===== config.mk =====
export PLATFORM = sky130hd
export DESIGN_NAME = brace_quote_word_splitter_flat
export DESIGN_NICKNAME = d
export VERILOG_FILES = /design/src/hdl/bqws_pkg.sv /design/src/hdl/bqws_if.sv /design/src/hdl/brace_quote_word_splitter.sv /design/src/hdl/bqws_lexer.sv /design/src/flat_wrapper.sv
export SDC_FILE = /design/constraint.sdc
export NUM_CORES = 1
export LEC_CHECK = 0
export ABC_AREA = 1
export BUFFER_PORTS_ARGS = -buffer_cell sky130_fd_sc_hd__clkbuf_2
export CAP_MARGIN = 20
export CORE_MARGIN = 8
export CORE_UTILIZATION = 55
export DETAILED_ROUTE_END_ITERATION = 8
export GPL_ROUTABILITY_DRIVEN = 0
export PLACE_DENSITY = 0.88
export SYNTH_ARGS = -nofsm -noshare
export SYNTH_HDL_FRONTEND = slang
export SYNTH_SLANG_ARGS = --single-unit

===== constraint.sdc =====
create_clock -name i_clk -period 2.5 [get_ports i_clk]
set_clock_uncertainty 0.05 [all_clocks]
set_input_delay 0.25 -clock i_clk [delete_from_list [all_inputs] [get_ports i_clk]]
set_output_delay 0.25 -clock i_clk [all_outputs]
set_load 0.005 [all_outputs]

===== src/hdl/bqws_pkg.sv =====
package bqws_pkg;

    // lexer mode codes
    localparam logic [2:0] MODE_NORMAL    = 3'd0;
    localparam logic [2:0] MODE_ESCAPE    = 3'd1;
    localparam logic [2:0] MODE_QUOTE     = 3'd2;
    localparam logic [2:0] MODE_QUOTE_ESC = 3'd3;
    localparam logic [2:0] MODE_BRACE     = 3'd4;
    localparam logic [2:0] MODE_COMMENT   = 3'd6;

    // error codes reported with the end-of-text item
    localparam logic [1:0] ERR_NONE     = 2'd0;
    localparam logic [1:0] ERR_OPEN     = 2'd1;
    localparam logic [1:0] ERR_OVERFLOW = 2'd2;

    // character codes
    localparam logic [7:0] CH_TAB    = 8'h09;
    localparam logic [7:0] CH_LF     = 8'h0A;
    localparam logic [7:0] CH_CR     = 8'h0D;
    localparam logic [7:0] CH_ESC    = 8'd27;
    localparam logic [7:0] CH_SPACE  = 8'h20;
    localparam logic [7:0] CH_DQUOTE = 8'h22;
    localparam logic [7:0] CH_HASH   = 8'h23;
    localparam logic [7:0] CH_SEMI   = 8'h3B;
    localparam logic [7:0] CH_BSLASH = 8'h5C;
    localparam logic [7:0] CH_LC_E   = 8'h65;
    localparam logic [7:0] CH_LC_N   = 8'h6E;
    localparam logic [7:0] CH_LC_R   = 8'h72;
    localparam logic [7:0] CH_LC_T   = 8'h74;
    localparam logic [7:0] CH_LBRACE = 8'h7B;
    localparam logic [7:0] CH_RBRACE = 8'h7D;

    // one input item
    typedef struct packed {
        logic [7:0] text_byte;
        logic       end_of_text;
    } t_item;

    // one result item
    typedef struct packed {
        logic [7:0] word_byte;
        logic       byte_valid;
        logic       word_end;
        logic       text_done;
        logic [1:0] error_code;
    } t_result;

    // escape decoding inside quotes
    function automatic logic [7:0] decode_escape(input logic [7:0] c);
        logic [7:0] d;
        case (c)
            CH_LC_N: d = CH_LF;
            CH_LC_R: d = CH_CR;
            CH_LC_T: d = CH_TAB;
            CH_LC_E: d = CH_ESC;
            default: d = c;
        endcase
        return d;
    endfunction

endpackage


===== src/hdl/bqws_if.sv =====
interface bqws_in_if;
    logic       valid;
    logic       ready;
    logic [7:0] text_byte;
    logic       end_of_text;

    modport source (output valid, output text_byte, output end_of_text, input ready);
    modport sink   (input valid, input text_byte, input end_of_text, output ready);
endinterface

interface bqws_out_if;
    logic       valid;
    logic       ready;
    logic [7:0] word_byte;
    logic       byte_valid;
    logic       word_end;
    logic       text_done;
    logic [1:0] error_code;

    modport source (output valid, output word_byte, output byte_valid, output word_end,
                    output text_done, output error_code, input ready);
    modport sink   (input valid, input word_byte, input byte_valid, input word_end,
                    input text_done, input error_code, output ready);
endinterface


===== src/hdl/brace_quote_word_splitter.sv =====
// brace_quote_word_splitter: splits script text into words, one byte per item
// a result passes through the input register and then the output register
// one item per cycle while the output is not stalled; the lexer step is combinational
// an item may be accepted while the previous result waits in the output register
// reset (synchronous, active low): pipeline emptied, lexer in normal mode,
// brace depth zero, comments enabled
module brace_quote_word_splitter
    import bqws_pkg::*;
#(
    parameter int MAX_BRACE_DEPTH = 16
) (
    input  logic         i_clk,
    input  logic         i_rst_n,
    bqws_in_if.sink      i_in,
    bqws_out_if.source   o_out,
    input  logic         i_cfg_valid,
    input  logic         i_cfg_data,
    output logic         o_cfg_ready
);

    logic    r_comments_en;
    logic    r_s1_valid;
    t_item   r_s1_item;
    logic    r_out_valid;
    t_result r_out;

    logic    in_fire;
    logic    s1_go;
    logic    res_valid;
    t_result res;

    // handshake
    assign s1_go       = r_s1_valid && (!r_out_valid || o_out.ready);
    assign i_in.ready  = !r_s1_valid || s1_go;
    assign in_fire     = i_in.valid && i_in.ready;
    assign o_cfg_ready = 1'b1;

    // configuration register
    always_ff @(posedge i_clk) begin
        if (!i_rst_n) begin
            r_comments_en <= 1'b1;
        end else if (i_cfg_valid) begin
            r_comments_en <= i_cfg_data;
        end
    end

    // input register
    always_ff @(posedge i_clk) begin
        if (!i_rst_n) begin
            r_s1_valid <= 1'b0;
        end else if (in_fire) begin
            r_s1_valid <= 1'b1;
        end else if (s1_go) begin
            r_s1_valid <= 1'b0;
        end
    end

    always_ff @(posedge i_clk) begin
        if (in_fire) begin
            r_s1_item.text_byte   <= i_in.text_byte;
            r_s1_item.end_of_text <= i_in.end_of_text;
        end
    end

    // lexer step
    bqws_lexer #(
        .MAX_BRACE_DEPTH(MAX_BRACE_DEPTH)
    ) u_lexer (
        .i_clk        (i_clk),
        .i_rst_n      (i_rst_n),
        .i_step       (s1_go),
        .i_item       (r_s1_item),
        .i_comments_en(r_comments_en),
        .o_res_valid  (res_valid),
        .o_res        (res)
    );

    // output register
    always_ff @(posedge i_clk) begin
        if (!i_rst_n) begin
            r_out_valid <= 1'b0;
        end else if (s1_go) begin
            r_out_valid <= res_valid;
        end else if (o_out.ready) begin
            r_out_valid <= 1'b0;
        end
    end

    always_ff @(posedge i_clk) begin
        if (s1_go) begin
            r_out <= res;
        end
    end

    assign o_out.valid      = r_out_valid;
    assign o_out.word_byte  = r_out.word_byte;
    assign o_out.byte_valid = r_out.byte_valid;
    assign o_out.word_end   = r_out.word_end;
    assign o_out.text_done  = r_out.text_done;
    assign o_out.error_code = r_out.error_code;

endmodule


===== src/hdl/bqws_lexer.sv =====
module bqws_lexer
    import bqws_pkg::*;
#(
    parameter int MAX_BRACE_DEPTH = 16
) (
    input  logic    i_clk,
    input  logic    i_rst_n,
    input  logic    i_step,
    input  t_item   i_item,
    input  logic    i_comments_en,
    output logic    o_res_valid,
    output t_result o_res
);

    localparam int DW = $clog2(MAX_BRACE_DEPTH + 1);
    localparam logic [DW-1:0] DEPTH_MAX = DW'(MAX_BRACE_DEPTH);
    localparam logic [DW-1:0] DEPTH_ONE = DW'(1);

    logic [2:0]    r_mode, n_mode;
    logic [DW-1:0] r_depth, n_depth;
    logic          r_pending, n_pending;
    logic          r_overflow, n_overflow;

    logic [DW-1:0] depth_dec;
    logic [7:0]    c;

    assign c         = i_item.text_byte;
    assign depth_dec = (r_depth != '0) ? r_depth - DEPTH_ONE : r_depth;

    // one lexer step per item
    always_comb begin
        n_mode      = r_mode;
        n_depth     = r_depth;
        n_pending   = r_pending;
        n_overflow  = r_overflow;
        o_res_valid = 1'b0;
        o_res       = '0;

        if (i_item.end_of_text) begin
            o_res_valid     = 1'b1;
            o_res.text_done = 1'b1;
            if (r_overflow) begin
                o_res.error_code = ERR_OVERFLOW;
            end else if (r_mode == MODE_ESCAPE || r_mode == MODE_QUOTE ||
                         r_mode == MODE_QUOTE_ESC || r_mode == MODE_BRACE) begin
                o_res.error_code = ERR_OPEN;
            end else begin
                o_res.word_end = r_pending;
            end
            n_mode     = MODE_NORMAL;
            n_depth    = '0;
            n_pending  = 1'b0;
            n_overflow = 1'b0;
        end else if (!r_overflow && c != CH_CR) begin
            unique case (r_mode)
                MODE_ESCAPE: begin
                    n_mode = MODE_NORMAL;
                    if (c == CH_LF) begin
                        o_res_valid    = r_pending;
                        o_res.word_end = r_pending;
                        n_pending      = 1'b0;
                    end else begin
                        n_pending        = 1'b1;
                        o_res_valid      = 1'b1;
                        o_res.word_byte  = c;
                        o_res.byte_valid = 1'b1;
                    end
                end
                MODE_QUOTE: begin
                    if (c == CH_DQUOTE) begin
                        o_res_valid = 1'b1;
                        if (r_depth == '0) begin
                            n_mode         = MODE_NORMAL;
                            o_res.word_end = 1'b1;
                        end else begin
                            n_mode           = MODE_BRACE;
                            o_res.word_byte  = c;
                            o_res.byte_valid = 1'b1;
                        end
                    end else if (c == CH_BSLASH) begin
                        n_mode = MODE_QUOTE_ESC;
                    end else begin
                        o_res_valid      = 1'b1;
                        o_res.word_byte  = c;
                        o_res.byte_valid = 1'b1;
                    end
                end
                MODE_QUOTE_ESC: begin
                    n_mode           = MODE_QUOTE;
                    o_res_valid      = 1'b1;
                    o_res.word_byte  = decode_escape(c);
                    o_res.byte_valid = 1'b1;
                end
                MODE_BRACE: begin
                    if (c == CH_RBRACE) begin
                        n_depth     = depth_dec;
                        o_res_valid = 1'b1;
                        if (depth_dec == '0) begin
                            n_mode         = MODE_NORMAL;
                            o_res.word_end = 1'b1;
                        end else begin
                            o_res.word_byte  = c;
                            o_res.byte_valid = 1'b1;
                        end
                    end else if (c == CH_LBRACE) begin
                        if (r_depth >= DEPTH_MAX) begin
                            n_overflow = 1'b1;
                        end else begin
                            n_depth          = r_depth + DEPTH_ONE;
                            o_res_valid      = 1'b1;
                            o_res.word_byte  = c;
                            o_res.byte_valid = 1'b1;
                        end
                    end else begin
                        if (c == CH_DQUOTE) begin
                            n_mode = MODE_QUOTE;
                        end
                        o_res_valid      = 1'b1;
                        o_res.word_byte  = c;
                        o_res.byte_valid = 1'b1;
                    end
                end
                MODE_COMMENT: begin
                    if (c == CH_LF) begin
                        n_mode = MODE_NORMAL;
                    end
                end
                default: begin
                    // normal mode, unused codes fall here too
                    n_mode = MODE_NORMAL;
                    if (c == CH_SPACE || c == CH_TAB || c == CH_LF || c == CH_SEMI ||
                        c == CH_DQUOTE || c == CH_LBRACE ||
                        (c == CH_HASH && i_comments_en)) begin
                        // separators and openers end a pending word
                        o_res_valid    = r_pending;
                        o_res.word_end = r_pending;
                        n_pending      = 1'b0;
                        if (c == CH_DQUOTE) begin
                            n_mode  = MODE_QUOTE;
                            n_depth = '0;
                        end else if (c == CH_LBRACE) begin
                            n_mode  = MODE_BRACE;
                            n_depth = DEPTH_ONE;
                        end else if (c == CH_HASH) begin
                            n_mode = MODE_COMMENT;
                        end
                    end else if (c == CH_BSLASH) begin
                        n_mode = MODE_ESCAPE;
                    end else begin
                        n_pending        = 1'b1;
                        o_res_valid      = 1'b1;
                        o_res.word_byte  = c;
                        o_res.byte_valid = 1'b1;
                    end
                end
            endcase
        end
    end

    // lexer state
    always_ff @(posedge i_clk) begin
        if (!i_rst_n) begin
            r_mode     <= MODE_NORMAL;
            r_depth    <= '0;
            r_pending  <= 1'b0;
            r_overflow <= 1'b0;
        end else if (i_step) begin
            r_mode     <= n_mode;
            r_depth    <= n_depth;
            r_pending  <= n_pending;
            r_overflow <= n_overflow;
        end
    end

endmodule


===== src/flat_wrapper.sv =====
// flat-port wrapper written by rule: the top's interface ports become plain ports
module brace_quote_word_splitter_flat import bqws_pkg::*;
#(
    parameter int MAX_BRACE_DEPTH = 16
)
  (i_clk, i_rst_n, i_cfg_valid, i_cfg_data, o_cfg_ready, i_in_valid, i_in_text_byte, i_in_end_of_text, i_in_ready, o_out_valid, o_out_word_byte, o_out_byte_valid, o_out_word_end, o_out_text_done, o_out_error_code, o_out_ready);
  bqws_in_if i_in_i ();
  bqws_out_if o_out_i ();
  input  logic i_clk;
  input  logic i_rst_n;
  input  logic i_cfg_valid;
  input  logic i_cfg_data;
  output logic o_cfg_ready;
  input wire logic [$bits(i_in_i.valid)-1:0] i_in_valid;
  input wire logic [$bits(i_in_i.text_byte)-1:0] i_in_text_byte;
  input wire logic [$bits(i_in_i.end_of_text)-1:0] i_in_end_of_text;
  output wire logic [$bits(i_in_i.ready)-1:0] i_in_ready;
  output wire logic [$bits(o_out_i.valid)-1:0] o_out_valid;
  output wire logic [$bits(o_out_i.word_byte)-1:0] o_out_word_byte;
  output wire logic [$bits(o_out_i.byte_valid)-1:0] o_out_byte_valid;
  output wire logic [$bits(o_out_i.word_end)-1:0] o_out_word_end;
  output wire logic [$bits(o_out_i.text_done)-1:0] o_out_text_done;
  output wire logic [$bits(o_out_i.error_code)-1:0] o_out_error_code;
  input wire logic [$bits(o_out_i.ready)-1:0] o_out_ready;
  assign i_in_i.valid = i_in_valid;
  assign i_in_i.text_byte = i_in_text_byte;
  assign i_in_i.end_of_text = i_in_end_of_text;
  assign i_in_ready = i_in_i.ready;
  assign o_out_valid = o_out_i.valid;
  assign o_out_word_byte = o_out_i.word_byte;
  assign o_out_byte_valid = o_out_i.byte_valid;
  assign o_out_word_end = o_out_i.word_end;
  assign o_out_text_done = o_out_i.text_done;
  assign o_out_error_code = o_out_i.error_code;
  assign o_out_i.ready = o_out_ready;
  brace_quote_word_splitter #(.MAX_BRACE_DEPTH(MAX_BRACE_DEPTH)) u_core (.i_clk(i_clk), .i_rst_n(i_rst_n), .i_in(i_in_i), .o_out(o_out_i), .i_cfg_valid(i_cfg_valid), .i_cfg_data(i_cfg_data), .o_cfg_ready(o_cfg_ready));
endmodule

# Word-level counts from Yosys, hierarchy flattened
# Cells that the tools add are included.
# totals
ff_bits,35
input_bits,15
output_inout_bits,16
word_cells,165
# classes
n_addsub,2
order_cmp,1
n_eq_ne,30
n_mux,77
bitwise_logic,2
reduce_logical,38
# ops
operator,count
$mux 9,9
$eq 8x7->1 const B,7
$mux 3,15
$mux 5,9
$pmux 9 s5,1
$mux 1,36
$eq 8x6->1 const B,4
$pmux 8 s4,1
$eq 8x4->1 const B,2
$pmux 3 s5,1
$reduce_and 7->1,2
$ne 4x1->1 const B,3
$reduce_bool 2->1,6
$logic_or 1x1->1,11
$logic_not 5->1,2
$pmux 5 s2,1
$ne 4x2->1 const B,2
$ne 4x3->1 const B,2
$ne 8x4->1 const B,1
$reduce_or 4->1,2
$eq 3x2->1 const B,2
$eq 3x3->1 const B,2
$ne 2x1->1 const B,3
$reduce_and 6->1,1
other kinds (17),25

# Logic depth before layout (Yosys ltp)
# Gate-level depths: netlist of the first run.
# logic_depth
word_depth,12
mapped_depth,16
depth_no_buf,16

# Hierarchy
# A second synthesis of the first run with hierarchy kept.
# hier_totals
hier_cells,359
area_unflattened_um2,2467.4
# by_module_without_submodules
module,n_inst,cells_each,area_per_inst_um2,seq_area_each_um2
bqws_lexer,1,318,1664.1,200.2
brace_quote_word_splitter,1,41,803.3,720.7

# Worst setup path before layout of the first run
# No wires, ideal clock.
# synth_path
path_kind,register -> register
start,register u_core.u_lexer.r_depth[0]
end,"register u_core.r_out, in the netlist u_core.o_out.word_byte[6], data pin"
setup_time_ns,0.256
t_arrival_ns,1.540
t_required_ns,2.194
slack_ns,0.654
stages_incl_launch_ff,13
path_buffers,0
period_less_slack_ns,1.846
path_cell_list,dfxtp_1 > inv_1 > ha_1 > inv_1 > nor2_1 > nand2_2 > o21ai_1 > nor2_2 > nand4_1 > nand2_1 > nand2_1 > o211ai_1 > inv_1
# synth_via
elab_chain_cells,6
elab_cells_between_ends,13
classes_between,1 x add/sub; 1 x order compare; 8 x mux; 3 x reduce/logical
# synth_lines
item,line,rtl
start: declaration,bqws_lexer.sv:20,"logic [DW-1:0] r_depth, n_depth;"
start signal: assignment,bqws_lexer.sv:169,r_depth <= n_depth;
$sub 5x1->5 / $reduce_bool 5->1 (equally long branches),bqws_lexer.sv:28,assign depth_dec = (r_depth != '0) ? r_depth - DEPTH_ONE : r_depth;
$mux 5,bqws_lexer.sv:28,
$logic_not 5->1,bqws_lexer.sv:98,if (depth_dec == '0) begin
$mux 9,bqws_lexer.sv:98,
$mux 9,bqws_lexer.sv:95,if (c == CH_RBRACE) begin
$pmux 9 s5 *,bqws_lexer.sv:55,unique case (r_mode)
end signal: assignment,brace_quote_word_splitter.sv:91,r_out <= res;
end: declaration,brace_quote_word_splitter.sv:25,t_result r_out;
# Every way passes the cells marked *; elsewhere a longest branch is shown, timed or not.
# A chain may end at the register's enable or synchronous reset.

# Final worst setup path of the first run
# layout_path
start,register u_core.u_lexer.r_depth[1]
end,"register u_core.r_out, in the netlist u_core.o_out.word_byte[3], data pin"
# Same word-level chain as after synthesis.

==> impl_metrics.ini, run 1 <==
[run_status]
status = finished, final reports clean

[synthesis]
synth_compound_area_share_pct = 12.4
ys_seq_area_share_pct = 37.6
ys.flop_type = edfxtp_1
synth_top_family_by_area = simple AND/OR/NAND/NOR gates
synth_xor_area_share_pct = 1.43
synth-seq-cells = 35
ys_types = 39
synthesis.area_um2 = 2450
yosys_warnings = 0
synth_simple_gate_area_share_pct = 36.8
synth-edff-count = 22
synth_fp_nets = 368
synth_area_leader_cell = edfxtp_1
synth_adder_area_share_pct = 1.53
syn_area_per_cell_um2 = 6.99
synth.top_cell.area_share_pct = 27.0
syn_inst = 350
synth.area.top_cells = edfxtp_1, nand2_1, dfxtp_1
synthMuxAreaShare_pct = 0
synthArstFlopShare_pct = 0

[sta]
fmax_mhz = 453
holdWs_ns = 0.0866
fin_crit_ns = 2.21
finalMaxSlewViolations = 0
rsz0062_at_grt = no
setup_violations = 0
fin_setup_tns_ns = 0
layout_setup_ws_ns = 0.293
hold_viol = 0
period_share_pct = 88.3

[setup_path]
cp_max_fo = 6
cp-end-kind = flip-flop
cp_top_family = simple AND/OR/NAND/NOR gates
worstPathCellList = inv_1 -> ha_1 -> inv_1 -> nor2_1 -> nand2_2 -> xor2_1 -> nor2_2 -> nand4_1 -> nand2_1 -> nand3_1 -> a21oi_1 -> nor2_1
worstSetupPathType = flip-flop to flip-flop
required_ns = 2.49
arrival_ns = 2.20
slowest_delay_ns = 0.33
startpoint_type = flip-flop
critPathSlowestCell = dfxtp_1
crit_buf_inv = 2

[drt]
drcViolationCount = 0
finalWirelength_mm = 5.79
vias = 2439
antenna_left = 0
vias_per_cell = 5.57
drt_iter0_drc = 315
drt-wirelength-per-cell_um = 13.2
drt_first_pass_iters = 5

[cts]
cts_sinks = 35
clock_latency_ns = 0.28
htreeDepth = 2
cts_buffers = 5
clkTransAtPathRegs_ns = 0.07
root_buffer = clkbuf_8
hold_buffers = 0
cts_tree = built
cts_buffer_depth = 2
cts_resized = 0
cts_setup_buffers = 0

[floorplanning]
core_um2 = 4320
io_pins = 31
die_height_um = 82.7
num_rows = 24
die_w_um = 82.7
dieArea_um2 = 6840
initial_core_util_pct = 56.6

[power]
p_seq_share_pct = 48.3
internal_power_uw = 967
p_sw_share_pct = 32.1
p_sw_uw = 458
clockPowerShare_pct = 26.8
p_per_area_nw_per_um2 = 523
peakVddDrop_mv = 0.355
p_leak_uw = 0.00134
power_frac_comb_pct = 24.9

[place]
placed_cells = 430
dpl.hpwl_mm = 4.60
pre_cts_slack_ns = 0.342
port_buffers = 29

[grt]
overflow = 0
grt_usage_pct = 18.4
grt_max_degree = 16
grt_pass1_wl_mm = 10.0
grt_pass1_vias = 2332
antenna_found_initial = 0

[layout]
fin_cells = 438
syn_to_final_growth_pct = 11.3
drive_gt1_share_pct = 18.7
insertedDiodeCount = 0
final_nets = 403

[run]
maxCapViolCount = 0

[min_path]
min_path_type = input port to flip-flop
-- path summary, 6_finish.rpt --
kind,slack (ns),to,from,cells past startpoint
min,0.09,u_core.r_s1_item[2]$_DFFE_PP_,i_in_text_byte[1],1
max reg2reg,0.29,u_core.o_out.word_byte[3]$_SDFFCE_PP0P_,u_core.u_lexer.r_depth[1]$_SDFFE_PN0P_,12
max,0.29,u_core.o_out.word_byte[3]$_SDFFCE_PP0P_,u_core.u_lexer.r_depth[1]$_SDFFE_PN0P_,12
min reg2reg,0.43,u_core.o_out.valid$_SDFFE_PN0P_,u_core.r_s1_valid$_SDFFE_PN0P_,2
-- layer usage --
metal / vias to the layer above / routed length [µm] / track usage (%)
met1: 1089 / 2420 / 21.7
met5: - / 0 / 0
met4: 0 / 148 / 8.45
met2: 121 / 2740 / 30.7
met3: 20 / 485 / 4.65
li1: 1209 / - / -
-- flip-flops by register name, summed over array words and instances, names as in the netlist --
signal	flops
u_core.o_out.byte_valid	1
u_core.o_out.error_code	2
u_core.o_out.text_done	1
u_core.o_out.valid	1
u_core.o_out.word_byte	8
u_core.o_out.word_end	1
u_core.r_comments_en	1
u_core.r_s1_item	9
u_core.r_s1_valid	1
u_core.u_lexer.r_depth	5
u_core.u_lexer.r_mode	3
u_core.u_lexer.r_overflow	1
u_core.u_lexer.r_pending	1
-- per-stage QoR --
| step | util, % | power, µW | area [µm²] |
|---|---|---|---|
| 2_1_floorplan | - | 955 | 2450 |
| 3_3_place_gp | 61.1 | 1030 | 2640 |
| 3_5_place_dp | 61.1 | 1050 | 2640 |
| 4_1_cts | 63.0 | 1430 | 2720 |
| 5_1_grt | 63.0 | 1510 | 2720 |
| 6_report | 63.0 | 1430 | 2720 |
-- cells in the mapped netlist (2+ instances only) --
| cell type | instances |
|---|---|
| nand2_1 | 84 |
| inv_1 | 48 |
| nor2_1 | 44 |
| nand3_1 | 28 |
| edfxtp_1 | 22 |
| a21oi_1 | 18 |
| o21ai_0 | 15 |
| dfxtp_1 | 13 |
| nor2_2 | 9 |
| inv_2 | 6 |
| nand2_2 | 6 |
| nand4_1 | 6 |
| nor3_1 | 6 |
| o21ai_1 | 6 |
| a21oi_2 | 3 |
| ha_1 | 3 |
| nor2_4 | 3 |
| o211ai_1 | 3 |
| buf_6 | 2 |
| clkinv_1 | 2 |
| nand3_2 | 2 |
| o22ai_1 | 2 |
| xnor2_1 | 2 |
| xor2_1 | 2 |
-- area by class of cell --
type / instances / area, µm²
clock inverters: 2 / 8.76
flip-flops and latches: 35 / 921
well taps: 52 / 65.1
repair buffers: 31 / 160
multi-input cells: 255 / 1280
inverters: 57 / 216
clock buffers: 6 / 72.6
fillers: 406 / 1600
-- cell usage in the layout (no fill, tap or decap), drive strengths merged, types with 2 or more instances in the layout --
cell type / instances
nand2: 91
nand4: 7
o211ai: 3
a21oi: 21
xor2: 2
buf: 2
ha: 3
inv: 55
edfxtp: 22
clkbuf: 35
nor3: 8
nor2: 56
nand3: 30
dfxtp: 13
clkinv: 4
xnor2: 2
o21ai: 22
o22ai: 2
-- worst reg2reg max path: cells and delay by family, from the launching register on --
family                   cells  cell delay (ns)
AND/OR/NAND/NOR              7             0.85
buffers and inverters        2             0.20
adder cells (fa/ha/maj)      1             0.20
flip-flops                   1             0.33
XOR/XNOR                     1             0.18
AO/OA/AOI/OAI                1             0.15
-- power groups by stage --
stage / sequential (µW) / clock (µW) / combinational (µW)
after CTS: 688 / 391 / 347
after detailed placement: 701 / 0 / 344
final: 689 / 383 / 354
after floorplan: 694 / 0 / 261
after global placement: 700 / 0 / 335
after global routing: 694 / 416 / 400
-- cells by family after synthesis --
| kind of cell | count (synthesis) |
|---|---|
| and+or+nand+nor | 194 |
| buffers and inverters | 60 |
| AOI/OAI and AO/OA | 53 |
| DFF | 35 |
| xor gates and xnor gates | 4 |
| adders and majority gates | 3 |
| other | 1 |
(Power assumes the default switching activity.)
==> inputs of run 2 (changes only) <==
- ABC_AREA: 1 -> unset
- ABC_CLOCK_PERIOD_IN_PS: unset -> 2500
- GPL_TIMING_DRIVEN: unset -> 0
==> run 2 against run 1 <==
Combinational power is 53% lower; synthesized cell count is 16% lower; global-route usage is 1.0 points lower; non-clock buffer count is 19 higher; sequential cell count stayed put; synthesized area is 4.9% higher; critical path depth is 4 lower; critical endpoint is now u_core.o_out.word_byte[4]$_SDFFCE_PP0P_; largest cell class unchanged; largest power group unchanged; highest routed layer unchanged.
==> impl_metrics.ini, run 2 <==
[synthesis]
synth_fp_nets = 311
synthArstFlopShare_pct = 0
synth.top_cell.area_share_pct = 25.7
yosys_warnings = 0
ys_seq_area_share_pct = 35.9
synth_area_leader_cell = edfxtp_1
synth_common_cells = nand2_1, edfxtp_1, a21oi_1, nor2_1, o21ai_0
syn_area_per_cell_um2 = 8.76
synth-edff-count = 22
ys.flop_type = edfxtp_1
synth.area.top_cells = edfxtp_1, dfxtp_1, nand2_1
synthesis.area_um2 = 2570
ys_types = 68
syn_inst = 293
synth-seq-cells = 35
yosysMostFrequentCell = nand2_1

[setup_path]
worstPathCellList = inv_1 -> ha_1 -> nor4b_4 -> mux2_4 -> nand4_4 -> o21a_1 -> a2111oi_2 -> nor3b_1
critPathSlowestCell = dfxtp_2
slowest_delay_ns = 0.36
startpoint_type = flip-flop
cp-end-kind = flip-flop
worstSetupPathType = flip-flop to flip-flop
r2r_slack_ns = 0.05
cp_max_fo = 6
arrival_ns = 2.44
required_ns = 2.49

[floorplanning]
initial_core_util_pct = 55.8
dieArea_um2 = 7110
die_height_um = 84.3
io_pins = 31
num_rows = 25
die_w_um = 84.3
core_um2 = 4600

[sta]
setup_violations = 0
finalMaxSlewViolations = 0
fin_crit_ns = 2.45
tightest_slew_ns = 0.763
layout_setup_ws_ns = 0.0466
maxSlewHeadroom_pct = 48.7
holdWs_ns = 0.0729
rsz0062_at_grt = yes
fmax_mhz = 408
period_share_pct = 98.1
hold_viol = 0

[power]
p_leak_uw = 0.00109
p_total_uw = 1350
peakVddDrop_mv = 0.356
p_per_area_nw_per_um2 = 455

[place]
placed_cells = 376
port_buffers = 29
pre_cts_slack_ns = -0.174
dpl.hpwl_mm = 4.69
placed_area_um2 = 2780

[cts]
cts_tree = built
htreeDepth = 2
clkTransAtPathRegs_ns = 0.08
cts_sinks = 35
cts_buffers = 5
cts_buffer_depth = 2
clock_latency_ns = 0.30
root_buffer = clkbuf_8

[layout]
final_common_cell = nand2_1
syn_to_final_growth_pct = 15.8
largest_reg_flops = 9
final_cell_mix = nand2_1, clkbuf_2, edfxtp_1
fin_cells = 386
num-fill-cells = 365
regMostFlops = u_core.r_s1_item
final_nets = 349
insertedDiodeCount = 0
final_cell_area_um2 = 2970
drive_gt1_share_pct = 22.6

[drt]
drt_iter0_drc = 555
drcViolationCount = 0
vias_per_cell = 6.58
vias = 2539
drt-wirelength-per-cell_um = 17.4
antenna_left = 0
drt_first_pass_iters = 8
finalWirelength_mm = 6.72

[grt]
grt_usage_pct = 17.4
grt_pass1_wl_mm = 10.4
antenna_found_initial = 0
grt_pass1_vias = 2238
overflow = 0
grt_max_degree = 16

[run_status]
status = finished, final reports clean

[run]
maxCapViolCount = 0

[min_path]
min_path_type = input port to flip-flop
## run 2: cell count changes after synthesis, moves of 6 or more
| cell | before | now |
|---|---|---|
| nand2_1 | 84 | 35 |
| inv_1 | 48 | 9 |
| nor2_1 | 44 | 17 |
| nand3_1 | 28 | 8 |
| mux2i_1 | 0 | 10 |
| nor2b_1 | 0 | 10 |
| buf_2 | 0 | 9 |
| nor2_2 | 9 | 0 |
| a31oi_1 | 1 | 9 |
| clkbuf_1 | 0 | 7 |
| inv_2 | 6 | 0 |
| nand2_2 | 6 | 0 |
| nand2b_1 | 0 | 6 |
## run 2: final timing paths
check,from,to,cells past startpoint
hold / removal,i_in_text_byte[0],u_core.r_s1_item[1]$_DFFE_PP_,1
hold reg to reg,u_core.u_lexer.r_depth[1]$_SDFFE_PN0P_,u_core.u_lexer.r_depth[1]$_SDFFE_PN0P_,2
setup reg to reg,u_core.u_lexer.r_depth[1]$_SDFFE_PN0P_,u_core.o_out.word_byte[4]$_SDFFCE_PP0P_,8
setup / recovery,u_core.u_lexer.r_depth[1]$_SDFFE_PN0P_,u_core.o_out.word_byte[4]$_SDFFCE_PP0P_,8
## run 2: worst max-delay path, delay by kind of cell (launching register included)
kind            cells  cell delay (ns)
flops               1             0.36
buf+inv             1             0.14
compound gates      2             0.61
fa+ha+maj           1             0.24
simple gates        3             0.56
mux                 1             0.23
## run 2: area by class of cell
class	instances	area, µm²	share of cell area [%]
plain buffers	19	101	3.41
flip-flops and latches	35	926	31.1
well taps	54	67.6	2.27
inverters	9	33.8	1.14
multi-input cells	230	1560	52.3
clock inverters	3	47.5	1.60
repair buffers	31	173	5.81
clock buffers	5	68.8	2.31
## run 2: kinds of logic after synthesis
| family | after synthesis | synth area share, % |
|---|---|---|
| xor gates and xnor gates | 3 | 1.02 |
| AOI/OAI and AO/OA | 87 | 23.7 |
| and+or+nand+nor | 125 | 28.1 |
| buffers and inverters | 28 | 5.12 |
| muxes | 11 | 4.49 |
| DFF | 35 | 35.9 |
| adders and majority gates | 3 | 1.46 |
| other | 1 | 0.146 |
## run 2: where the power goes
group | leakage (µW) | internal (µW) | total, µW | switching (µW)
combinational | 0.000715 | 69.3 | 166 | 97.0
clock | 0.0000587 | 302 | 526 | 224
sequential | 0.000318 | 641 | 661 | 20.2
## run 2: metal layers
metal | routed length, µm | share of wire [%] | up-vias | GRT usage [%]
li1 | - | - | 1177 | -
met1 | 2760 | 41 | 1167 | 22.2
met2 | 3030 | 45 | 166 | 26.3
met3 | 738 | 11 | 29 | 5.71
met4 | 192 | 2.9 | 0 | 7.06
met5 | 0 | 0 | - | 0
## run 2: stage by stage
| step | util [%] | setup TNS [ns] |
|---|---|---|
| 5_1_grt | 64.7 | -0.0956 |
| 3_5_place_dp | 60.4 | -0.330 |
| 6_report | 64.7 | 0 |
| 3_3_place_gp | 60.4 | -0.172 |
| 2_1_floorplan | - | 0 |
| 4_1_cts | 63.2 | 0 |
## run 2: timing repair
action                                 CTS  global route
resized for setup                        4            13
endpoints found under the hold margin    0             0
pin swaps                                0             1
setup buffers                            0             2
cloned                                   0             0
hold buffers                             0             0
setup endpoints to repair               12            14
==> inputs of run 3 (changes only) <==
- HOLD_SLACK_MARGIN: unset -> 0.1
- PLACE_DENSITY: 0.88 -> 0.89
- SYNTH_HIERARCHICAL: unset -> 1
==> run 3 against run 2 <==
The flow now finishes with violations (setup timing); sequential share of layout area down 0.95 points; first-iteration DRC count increased by 1.4%; clock power fell by 25%; synthesized area down 8.6%; sequential power hardly changed; largest cell class unchanged.
==> impl_metrics.ini, run 3 <==
[run_status]
status = complete, but fails checks
violations = setup timing

[drt]
vias_per_cell = 6.96
drt_iter0_drc = 563
finalWirelength_mm = 7.52
drt_first_pass_iters = 6
drcViolationCount = 0
drt-wirelength-per-cell_um = 19.8
vias = 2636
antenna_left = 0

[grt]
antenna_found_initial = 0
grt_max_degree = 17
grtUsageMet1_pct = 26.4
grt_pass1_vias = 2325
met2_usage_pct = 33.6
grt_pass1_wl_mm = 11.1
overflow = 0
grtUsageMet3_pct = 5.30
gr-max-usage-layer = met2
grt_usage_pct = 21.4

[floorplanning]
die_w_um = 81.3
io_pins = 31
core_um2 = 4060
num_rows = 23
die_height_um = 81.3
initial_core_util_pct = 57.8
dieArea_um2 = 6610

[synthesis]
synth-edff-count = 22
synth.area.top_cells = edfxtp_1, dfxtp_1, nand2_1
syn_area_per_cell_um2 = 8.92
synth_fp_nets = 281
synth_common_cells = edfxtp_1, nand2_1, nor2_1, a21oi_1, clkbuf_1
syn_inst = 263
synth-seq-cells = 35
synthArstFlopShare_pct = 0
ys_seq_area_share_pct = 39.3
ys_types = 63
synth.top_cell.area_share_pct = 28.2
ys.flop_type = edfxtp_1
synth_area_leader_cell = edfxtp_1
synthesis.area_um2 = 2350
yosys_warnings = 6

[cts]
htreeDepth = 2
cts_buffers = 5
cts_sinks = 35
root_buffer = clkbuf_8
clock_latency_ns = 0.29
cts_buffer_depth = 2
clkTransAtPathRegs_ns = 0.07
cts_tree = built

[run]
maxCapViolCount = 0

[place]
dpl.hpwl_mm = 4.11
port_buffers = 29
placed_area_um2 = 2580
pre_cts_slack_ns = -0.467
placed_cells = 342

[power]
internal_power_uw = 917
clockPowerShare_pct = 32.2
p_sw_uw = 314
p_seq_share_pct = 53.6
power_frac_comb_pct = 14.2
p_sw_share_pct = 25.5
p_leak_uw = 0.00117
p_per_area_nw_per_um2 = 400
peakVddDrop_mv = 0.311

[sta]
period_share_pct = 104
fin_setup_tns_ns = -0.706
tightest_slew_ns = 0.788
maxSlewHeadroom_pct = 47.0
layout_setup_ws_ns = -0.105
finalMaxSlewViolations = 0
holdWs_ns = 0.106
setup_violations = 11
hold_viol = 0
rsz0062_at_grt = yes
fmax_mhz = 384
fin_crit_ns = 2.61

[setup_path]
cp-end-kind = flip-flop
required_ns = 2.68
worstSetupPathType = flip-flop to flip-flop
worstPathCellList = or4b_4 -> nor4_4 -> a2111oi_1 -> or4_1 -> buf_6 -> or3_4 -> a21oi_2
critPathSlowestCell = or4b_4
startpoint_type = flip-flop
arrival_ns = 2.78
slowest_delay_ns = 0.62
cp_max_fo = 7

[layout]
final_nets = 346
insertedDiodeCount = 0
syn_to_final_growth_pct = 31.0
fin_cells = 379
final_cell_area_um2 = 3070
regMostFlops = u_core/r_s1_item
final_cell_mix = clkbuf_2, buf_4, edfxtp_1
final_common_cell = clkbuf_2
multi_input_area_um2 = 1470
num-fill-cells = 249
largest_reg_flops = 9
seqCellArea_um2 = 928
drive_gt1_share_pct = 32.8

[min_path]
min_path_type = input port to flip-flop
==> run 3: layout make-up <==
cell class / count / share of cell area, %
sequential: 35 / 30.2
tap: 50 / 2.04
clock buffer: 7 / 2.48
timing repair buffer: 62 / 13.6
inverter: 8 / 1.14
multi-input combinational: 202 / 47.7
buffer: 14 / 2.69
clock inverter: 1 / 0.163
==> run 3: what timing repair did <==
item	in CTS	in global routing
endpoints found under the hold margin	8	1
hold buffers	8	1
resized for setup	27	29
endpoints found under the setup margin	19	16
pin swaps	8	5
buffers inserted	20	4
==> run 3: per-stage QoR <==
step / util, % / power, µW
5_1_grt: 75.8 / 1260
3_3_place_gp: 63.5 / 786
3_5_place_dp: 63.5 / 791
4_1_cts: 73.0 / 1200
2_1_floorplan: - / 747
6_report: 75.8 / 1230
==> run 3: worst max-delay path: cells and delay by family, from the launching register on <==
| family | cells | cell delay (ns) |
|---|---|---|
| AOI/OAI and AO/OA | 2 | 0.20 |
| and+or+nand+nor | 4 | 1.63 |
| buffers and inverters | 1 | 0.15 |
| DFF | 1 | 0.50 |
==> run 3: cell families (layout without fill, tap and decap cells) <==
family / count (synthesis) / after routing / synth area share [%]
XOR/XNOR: 2 / 2 / 0.747
AO/OA/AOI/OAI: 71 / 71 / 21.0
other: 1 / 1 / 0.160
adder cells (fa/ha/maj): 3 / 3 / 1.60
multiplexers: 6 / 6 / 2.61
AND/OR/NAND/NOR: 119 / 119 / 30.0
buffers and inverters: 26 / 92 / 4.59
flip-flops: 35 / 35 / 39.3
==> run 3: routing by layer <==
metal | share of wire [%] | routed length [µm]
met2 | 45 | 3410
met1 | 36 | 2670
met3 | 13 | 979
met5 | 0 | 0
met4 | 6.1 | 458
==> run 3: final timing paths <==
kind | startpoint | slack, ns | cells past startpoint | end
max | u_core/r_s1_item[8]$_DFFE_PP_ | -0.11 | 7 | u_core/u_lexer/r_depth[2]$_SDFFE_PN0P_
min | i_rst_n | 0.11 | 2 | u_core/r_comments_en$_SDFFE_PN1P_
max reg2reg | u_core/r_s1_item[8]$_DFFE_PP_ | -0.11 | 7 | u_core/u_lexer/r_depth[2]$_SDFFE_PN0P_
min reg2reg | u_core/r_s1_valid$_SDFFE_PN0P_ | 0.46 | 2 | u_core/o_out.valid$_SDFFE_PN0P_
==> run 3: power by group through the flow <==
| stage | registers (µW) | clock network (µW) | logic (µW) |
|---|---|---|---|
| floorplan | 669 | 0 | 77.3 |
| global placement | 672 | 0 | 114 |
| detailed placement | 673 | 0 | 118 |
| CTS | 658 | 392 | 151 |
| global route | 661 | 416 | 185 |
| finish | 660 | 396 | 174 |
